`src/mekh_pkg.sv`:
```
`default_nettype none

package mekh_pkg;

   localparam int unsigned WORD_BITS = 32;
   localparam int unsigned ID_COUNT  = 8;

   typedef logic [WORD_BITS-1:0]               word_type;
   typedef logic [ID_COUNT-1:0][WORD_BITS-1:0] ids_type;

   typedef enum logic [1:0] {
      SHAPE_EDGE = 2'd0,
      SHAPE_TRI  = 2'd1,
      SHAPE_QUAD = 2'd2,
      SHAPE_HEX  = 2'd3
   } shape_type;

   // One request as it travels from the front end to the hash pipeline.
   typedef struct packed {
      shape_type shape;
      ids_type   ids;
   } item_type;

   typedef struct packed {
      logic     valid;
      item_type item;
   } q_push_type;

   typedef struct packed {
      word_type a;
      word_type b;
      word_type c;
   } abc_type;

   // Back-end stage plan: mix, first add, second mix, second add, final.
   localparam int unsigned MIX_LINES   = 6;
   localparam int unsigned FINAL_LINES = 7;
   localparam int unsigned ADD1_STAGE  = MIX_LINES;
   localparam int unsigned MIX2_FIRST  = ADD1_STAGE + 1;
   localparam int unsigned ADD2_STAGE  = MIX2_FIRST + MIX_LINES;
   localparam int unsigned FINAL_FIRST = ADD2_STAGE + 1;
   localparam int unsigned BACK_STAGES = FINAL_FIRST + FINAL_LINES;

   localparam int unsigned MIX_ROT   [MIX_LINES]   = '{4, 6, 8, 16, 19, 4};
   localparam int unsigned FINAL_ROT [FINAL_LINES] = '{14, 11, 25, 16, 4, 14, 24};

   function automatic word_type rotl(input word_type x, input int unsigned k);
      return (x << k) | (x >> (WORD_BITS - k));
   endfunction

   // One line of the mix round: one subtract, xor with a rotation, one add.
   function automatic abc_type mix_line(input abc_type s, input int unsigned k);
      abc_type r;
      r = s;
      case (k % 3)
         0: begin
            r.a = (s.a - s.c) ^ rotl(s.c, MIX_ROT[k]);
            r.c = s.c + s.b;
         end
         1: begin
            r.b = (s.b - s.a) ^ rotl(s.a, MIX_ROT[k]);
            r.a = s.a + s.c;
         end
         default: begin
            r.c = (s.c - s.b) ^ rotl(s.b, MIX_ROT[k]);
            r.b = s.b + s.a;
         end
      endcase
      return r;
   endfunction

   // One line of the final round: xor, then subtract a rotation.
   function automatic abc_type final_line(input abc_type s, input int unsigned k);
      abc_type r;
      r = s;
      case (k % 3)
         0: r.c = (s.c ^ s.b) - rotl(s.b, FINAL_ROT[k]);
         1: r.a = (s.a ^ s.c) - rotl(s.c, FINAL_ROT[k]);
         default: r.b = (s.b ^ s.a) - rotl(s.a, FINAL_ROT[k]);
      endcase
      return r;
   endfunction

endpackage

`default_nettype wire

```
`src/mekh_queue.sv`:
```
`default_nettype none

module mekh_queue
   import mekh_pkg::*;
#(
   parameter int unsigned DEPTH = 4
)
(
   input  wire logic        clock,
   input  wire logic        reset,
   input  wire q_push_type  push,
   output logic             full,
   output logic             out_valid,
   output item_type         out_item
);

   localparam int unsigned PTR_W = (DEPTH > 1) ? $clog2(DEPTH) : 1;
   localparam int unsigned CNT_W = $clog2(DEPTH + 1);

   item_type           mem [DEPTH];
   logic [PTR_W-1:0]   wr_ptr_ff;
   logic [PTR_W-1:0]   wr_ptr_in;
   logic [PTR_W-1:0]   rd_ptr_ff;
   logic [PTR_W-1:0]   rd_ptr_in;
   logic [CNT_W-1:0]   count_ff;
   logic [CNT_W-1:0]   count_in;
   logic               pop;

   // The hash pipeline never stalls, so the head leaves as soon as it is there.
   assign out_valid = (count_ff != '0);
   assign pop       = out_valid;
   assign full      = (count_ff == CNT_W'(DEPTH));
   assign out_item  = mem[rd_ptr_ff];

   always_comb begin
      wr_ptr_in = wr_ptr_ff;
      rd_ptr_in = rd_ptr_ff;
      count_in  = count_ff;
      if (push.valid) begin
         wr_ptr_in = (wr_ptr_ff == PTR_W'(DEPTH - 1)) ? '0 : wr_ptr_ff + 1'b1;
      end
      if (pop) begin
         rd_ptr_in = (rd_ptr_ff == PTR_W'(DEPTH - 1)) ? '0 : rd_ptr_ff + 1'b1;
      end
      if (push.valid && !pop) begin
         count_in = count_ff + 1'b1;
      end else if (pop && !push.valid) begin
         count_in = count_ff - 1'b1;
      end
   end

   always_ff @(posedge clock) begin
      if (reset) begin
         wr_ptr_ff <= '0;
         rd_ptr_ff <= '0;
         count_ff  <= '0;
      end else begin
         wr_ptr_ff <= wr_ptr_in;
         rd_ptr_ff <= rd_ptr_in;
         count_ff  <= count_in;
      end
   end

   always_ff @(posedge clock) begin
      if (push.valid) begin
         mem[wr_ptr_ff] <= push.item;
      end
   end

endmodule

`default_nettype wire

```
`config.mk`:
```
export PLATFORM = sky130hd
export DESIGN_NAME = mekh_queue
export DESIGN_NICKNAME = d
export VERILOG_FILES = /design/src/mekh_pkg.sv /design/src/mekh_queue.sv
export SDC_FILE = /design/constraint.sdc
export NUM_CORES = 1
export LEC_CHECK = 0
export BUFFER_PORTS_ARGS = -buffer_cell sky130_fd_sc_hd__buf_2
export CAP_MARGIN = 10
export CORE_UTILIZATION = 27
export CTS_CLUSTER_DIAMETER = 30
export DETAILED_ROUTE_END_ITERATION = 7
export GPL_TIMING_DRIVEN = 1
export HOLD_SLACK_MARGIN = 0.08
export PLACE_DENSITY = 0.43
export SYNTH_ARGS = -nofsm -noshare
export SYNTH_HDL_FRONTEND = slang
export SYNTH_SLANG_ARGS = --single-unit
```
`constraint.sdc`:
```
create_clock -name clock -period 8.5 [get_ports clock]
set_clock_uncertainty 0.1 [all_clocks]
set_input_delay 1.7 -clock clock [delete_from_list [all_inputs] [get_ports clock]]
set_output_delay 1.7 -clock clock [all_outputs]
set_load 0.01 [all_outputs]
```
# == After elaboration in Yosys (flattened, before gate mapping) ==
# Memories as Yosys holds them, arrays and structs flattened. A register that Yosys moved wholly into a read port is not among the register bits.
# Cells that the tools add are included.
# W data, S select, Z words.
# word_totals
ff_bits,7
output_inout_bits,260
memories,1
inputBits,261
latch_bits,0
romBits,0
mem_bits_rw,1032
wordCells,25
# mem_list
name,words,word_bits,read_ports,rd_clocked_by_memory_dff,write_ports,line_no,rtl
mem,4,258,1,1,1,mekh_queue.sv:20,item_type mem [DEPTH];
# op_classes
n_bitwise,0
mul,0
reduce_logical,6
muxes,8
n_eq_ne,3
shifts,0
n_div,0
addsub,4
n_lt_le_gt_ge,0
# op_table
cell,count
$mux W2,4
$mux W3,2
$add A2 B1 Y2 const B,2
$eq A2 B2 Y1 const B,2
$add A3 B1 Y3 const B,1
$eq A3 B3 Y1 const B,1
$reduce_bool A3 Y1,1
$sub A3 B1 Y3 const B,1
$logic_and A1 B1 Y1,2
$logic_not A1 Y1,2
$mux W1,2
$reduce_bool A2 Y1,1

# == Depth between registers and ports, before layout ==
# Gate-level depths: netlist of the first run.
# depth
word_depth,4
ltp_mapped,5
ltp_nobuf,5

# == Least setup slack after synthesis of the first run ==
# Ideal clock, no wire load.
# synth_timing
path_type,input-to-reg
startpoint,input push[258] (netlist name)
endpoint,"memory mem[0][0] (netlist name), enable pin"
path_buffers,0
path_slack_ns,0.219
required_time_ns,7.749
setup_ns,0.651
arrival_ns,7.530
cell_stages,1
cell_sequence,and2_1
# synth_between
elab_chain_cells,2
# synth_lines
element,line_no,rtl
"start, declared",mekh_queue.sv:11,"input wire q_push_type push,"
$mux W1,mekh_queue.sv:65,if (push.valid) begin
$mux W1 (implied by the code),mekh_queue.sv:66,mem[wr_ptr_ff] <= push.item;
"end, declared",mekh_queue.sv:20,
# No other way between the ends.

==> results of run 1 <==
## layer usage
layer | routed length, um | track usage | vias to the layer above
li1 | - | - | 7835
met1 | 34100 | 0.138 | 9328
met2 | 45600 | 0.208 | 557
met3 | 7180 | 0.0534 | 288
met4 | 2930 | 0.0565 | 46
met5 | 288 | 0 | -
## metrics by stage
| stage | hold WS (ns) | instances |
|---|---|---|
| after floorplan | 0.363 | 1395 |
| after global placement | 0.363 | 3746 |
| after detailed placement | 0.385 | 3746 |
| after CTS | 0.390 | 4219 |
| after global routing | 0.418 | 4220 |
| final | 0.391 | 4223 |
## state kept, by name, indices dropped and copies added, names as in the netlist, named ones only
register   flops
mem         1032
wr_ptr_ff      2
count_ff       3
rd_ptr_ff      2
## layout by cell type, fill, tap and decap left out, drive strengths merged, types with 9 or more instances in the layout
cell and count:
mux4 258, buf 534, bufinv 17, clkinv 97
clkbuf 323, clkinvlp 27, dfxtp 9, edfxtp 1032
inv 12
## layout make-up
class	count	area, um2
sequential	1041	31200
fill	12900	88500
timing repair buffer	534	2860
multi-input combinational	292	6490
clock inverter	150	1280
inverter	3	11.3
clock buffer	323	7190
tap	1876	2350
antenna	4	10.0
## where the power goes
| part | internal [uW] | switching (uW) |
|---|---|---|
| logic | 1300 | 1580 |
| clock network | 6460 | 2850 |
| registers | 5930 | 114 |
## cell families after synthesis
| logic type | after synthesis |
|---|---|
| DFF | 1041 |
| muxes | 262 |
| buffers and inverters | 62 |
| and+or+nand+nor | 17 |
| adders and majority gates | 6 |
| AOI/OAI and AO/OA | 5 |
| xor gates and xnor gates | 2 |
## how the worst min path moves through the flow
| stage | start | to | slack (ns) |
|---|---|---|---|
| 2_1_floorplan | rd_ptr_ff[0] | flip-flop | 0.36 |
| 3_3_place_gp | rd_ptr_ff[0] | flip-flop | 0.36 |
| 3_5_place_dp | rd_ptr_ff[0] | flip-flop | 0.39 |
| 4_1_cts | rd_ptr_ff[0] | flip-flop | 0.39 |
| 5_1_grt | rd_ptr_ff[0] | flip-flop | 0.42 |
| 6_report | rd_ptr_ff[0] | flip-flop | 0.39 |
## critical path, delay by kind of cell, from the launching register on
family   cells  cell delay (ns)
buf+inv      2             0.90
flops        1             0.68
mux          1             0.68
==> impl_metrics.yaml, run 1 <==
run_status:
  status: "completed"
logic_synthesis:
  post_synth_fa_ha_maj_area_fraction: 0.00197
  synth_most_common_cell: "edfxtp_1"
  syn-num-nets: 1662
  synth_ff_type: "edfxtp_1"
  syn-instance-count: 1395
  synth_top_area_cell: "edfxtp_1"
  syn-cell-area_um2: 38100
  ys_warn_count: 0
  synth_top_area_frac: 0.813
  synth-seq-area-share: 0.818
  synth.ff_latch_count: 1041
  synth_area_leaders: "edfxtp_1, mux4_2, mux4_1"
  yosys.area_share.simple: 0.00233
  synthTopCellsByCount: "edfxtp_1, mux4_2, mux4_1, buf_2, buf_6"
  synth.area.mux_share: 0.165
  synthArstFlopShare: 0
  synth_compound_area_frac: 0.000722
  synth_top_family_by_area: "multiplexers"
  synth-xor-area-share: 0.000459
  syn_avg_cell_area_um2: 27.3
  ys_types: 23
  synth_edf_count: 1032
floorplan:
  start_util: 0.273
  fp-row-count: 137
  fp.dieH_um: 378
  dieArea_um2: 143000
  io_pins: 521
  die_x_um: 378
  core-area_um2: 140000
worst_setup_path:
  critical_path.cell_chain: "buf_4 > mux4_1 > buf_2"
  cpMaxStageDelayCell: "buf_4"
  start_kind: "flip-flop"
  worstPathArrival_ns: 3.20
  cpPeakStageDelay_ns: 0.74
  r2r_start: "wr_ptr_ff[0]"
  rr_worst_depth: 5
  r2r_slack_ns: 5.71
  path_class: "reg2out"
  worst_r2r_endpoint: "mem[0][243]"
  cp.required_ns: 6.70
  crit_fanout: 42
  crit_end: "out_item[219]"
  timing.critical_path.to_type: "output port"
cts:
  clk_latency_ns: 0.82
  htreeDepth: 5
  cts_inserted_buffers: 275
  cts_root_buf: "clkbuf_16"
  clock_sinks: 1041
  path_clk_slew_ns: 0.03
  postCtsHoldBufs: 0
  cts_resized: 0
  cts_tree: "built"
  clockBufferDepth: 4
  postCtsSetupRepairBufs: 0
timing:
  worst_pin_slew_ns: 1.22
  fmax_mhz: 200
  finalSetupViolations: 0
  relSlewSlack: 0.189
  period_needed_ns: 5.00
  setup-tns-final_ns: 0
  finalWorstSetupSlack_ns: 3.50
  final_max_slew_viol_count: 0
  rsz0062_at_grt: "no"
  hold_violations: 0
  period_share: 0.588
cells_and_area:
  post-route-util: 0.367
  final_cell_area_um2: 51400
  layout-drive-gt1-share: 0.456
  finalNetCount: 2414
  syn_to_final_growth_pct: 34.7
grt:
  grt_usage: 0.125
  antenna_found_initial: 37
  grt_pass1_wl_um: 130000
  grt-ovfl-total: 0
  grt_max_degree: 131
  grt_pass1_vias: 19700
placed_design:
  place_ws_ns: 4.12
  io_buffers: 520
  finalWeightedCongestion: 0.675
  dp_hpwl_um: 51200
  post_dp_cell_area_um2: 42900
drt:
  vias: 18100
  vias_per_cell: 4.28
  dr.pass1.iters: 4
  wl_per_cell_um: 21.3
  post-route-drc-count: 0
  drt_iter0_markers: 670
  wirelength_um: 90000
  drtAntennaViolNets: 0
power_and_ir_drop:
  fin_total_pwr_uw: 18200
  p_per_area_nw_per_um2: 355
  ir_drop_uv: 196
  power.leakage_uw: 0.0177
worst_hold_path:
  whs_path_depth: 2
  min_path_type: "reg2reg"
job:
  cap_violations: 0
Note: power is estimated with default switching activity, not from simulation.
==> inputs of run 2 (changes only) <==
--- a/config.mk
+++ b/config.mk
@@ -12,7 +12,7 @@
 export DETAILED_ROUTE_END_ITERATION = 7
 export GPL_TIMING_DRIVEN = 1
 export HOLD_SLACK_MARGIN = 0.08
-export PLACE_DENSITY = 0.43
+export PLACE_DENSITY = 0.42
 export SYNTH_ARGS = -nofsm -noshare
 export SYNTH_HDL_FRONTEND = slang
 export SYNTH_SLANG_ARGS = --single-unit
==> constraint.sdc (replaced) <==
create_clock -name clock -period 5 [get_ports clock]
set_clock_uncertainty 0.1 [all_clocks]
set_input_delay 1 -clock clock [delete_from_list [all_inputs] [get_ports clock]]
set_output_delay 1 -clock clock [all_outputs]
set_load 0.01 [all_outputs]
==> run 2 against run 1 <==
Compared with the run above: clock power up 66%; non-clock buffer count increased by 38; via count about the same; count of clock-buffer cells in the layout is 68 lower; largest cell class unchanged; wire length rose by 2.3%; cell area grew 0.32%; highest routed layer unchanged; worst setup slack got worse by 2.6 ns.
==> impl_metrics.yaml, run 2 (same netlist as run 1, synthesis figures left out) <==
run_status:
  status: "completed"
worst_setup_path:
  rr_worst_depth: 3
  critical_path.cell_chain: "buf_4 > mux4_1 > buf_2"
  cp.required_ns: 3.90
  timing.critical_path.to_type: "output port"
  worstPathArrival_ns: 3.02
  crit_fanout: 29
  worst_r2r_endpoint: "mem[3][163]"
  r2r_slack_ns: 2.66
  cpMaxStageDelayCell: "dfxtp_4"
  cpPeakStageDelay_ns: 0.84
  start_kind: "flip-flop"
  path_class: "reg2out"
  r2r_start: "wr_ptr_ff[0]"
drt:
  vias_per_cell: 4.27
  wirelength_um: 92100
  drtAntennaViolNets: 0
  vias: 18100
  post-route-drc-count: 0
  wl_per_cell_um: 21.8
  drt_iter0_markers: 838
  dr.pass1.iters: 6
worst_hold_path:
  hold_end: "mem[1][232]"
  min_from: "push[232]"
  whs_path_depth: 1
  min_path_type: "in2reg"
timing:
  rsz0062_at_grt: "no"
  finalSetupViolations: 0
  period_share: 0.824
  relSlewSlack: 0.326
  hold_violations: 0
  period_needed_ns: 4.12
  final_max_slew_viol_count: 0
  worst_pin_slew_ns: 1.01
  fmax_mhz: 243
  finalWorstSetupSlack_ns: 0.879
  setup-tns-final_ns: 0
cells_and_area:
  reg_top3: "mem (1032), count_ff (3)"
  mostFrequentLayoutCell: "edfxtp_1"
  finalNetCount: 2408
  layout-drive-gt1-share: 0.472
  mostFrequentLayoutCells: "edfxtp_1, buf_2, clkbuf_16"
  top_register: "mem"
  syn_to_final_growth_pct: 35.1
  final_cell_area_um2: 51500
  largest_reg_flops: 1032
job:
  cap_violations: 0
floorplan:
  dieArea_um2: 143000
  io_pins: 521
  die_x_um: 378
  fp-row-count: 137
  fp.dieH_um: 378
  core-area_um2: 140000
  start_util: 0.273
placed_design:
  finalWeightedCongestion: 0.714
  dp_hpwl_um: 56800
  post_dp_cell_area_um2: 43300
  io_buffers: 520
  place_ws_ns: 1.57
cts:
  cts_inserted_buffers: 231
  postCtsSetupRepairBufs: 0
  path_clk_slew_ns: 0.05
  clock_sinks: 1041
  clk_latency_ns: 0.80
  htreeDepth: 4
  cts_resized: 0
  postCtsHoldBufs: 0
  clockBufferDepth: 3
  cts_tree: "built"
  cts_root_buf: "clkbuf_16"
grt:
  grt_max_degree: 88
  grt_pass1_wl_um: 133000
  grt_usage: 0.129
  grt-ovfl-total: 0
  grt_pass1_vias: 19900
  antenna_found_initial: 35
power_and_ir_drop:
  power.leakage_uw: 0.0178
  p_per_area_nw_per_um2: 598
  ir_drop_uv: 306
  fin_total_pwr_uw: 30800
[run 2: per-layer routing]
| metal | track usage | vias to the layer above | routed length [um] |
|---|---|---|---|
| li1 | - | 7833 | - |
| met3 | 0.0523 | 212 | 6950 |
| met4 | 0.0528 | 36 | 2460 |
| met1 | 0.143 | 9437 | 35100 |
| met5 | 0 | - | 214 |
| met2 | 0.218 | 544 | 47400 |
[run 2: worst max-delay path, delay by kind of cell (launching register included)]
family	cells	cell delay (ns)
flops	1	0.84
buf+inv	2	0.72
mux	1	0.63
[run 2: where the power goes]
part / switching (uW) / internal, uW / total [uW] / leakage, uW
clock: 4840 / 10600 / 15500 / 0.00391
sequential: 247 / 10100 / 10300 / 0.00955
combinational: 2710 / 2330 / 5040 / 0.00432
[run 2: worst max-delay path by stage]
| stage | cells after the start | start | end | slack, ns |
|---|---|---|---|---|
| 5_1_grt | 3 | flip-flop | out_item[189] | 0.65 |
| 3_5_place_dp | 3 | flip-flop | out_item[198] | 1.57 |
| 2_1_floorplan | 1 | push[258] | mem[3][0] | 0.31 |
| 4_1_cts | 3 | flip-flop | out_item[198] | 0.69 |
| 3_3_place_gp | 3 | flip-flop | out_item[195] | 1.59 |
| 6_report | 3 | flip-flop | out_item[198] | 0.88 |
[run 2: per-stage QoR]
step	hold WS (ns)	cells	utilization
final	0.293	4234	0.368
after global routing	0.243	4227	0.368
after CTS	0.217	4220	0.368
after detailed placement	0.384	3784	0.310
after global placement	0.370	3784	0.310
after floorplan	0.363	1395	-
[run 2: final cells by class]
type,instances,area [um2]
Fill cell,12900,88300
Timing Repair Buffer,572,3270
Sequential cell,1041,31200
Tap cell,1876,2350
Antenna cell,14,35.0
Inverter,3,11.3
Clock inverter,181,2300
Multi-Input combinational cell,292,6490
Clock buffer,255,5890
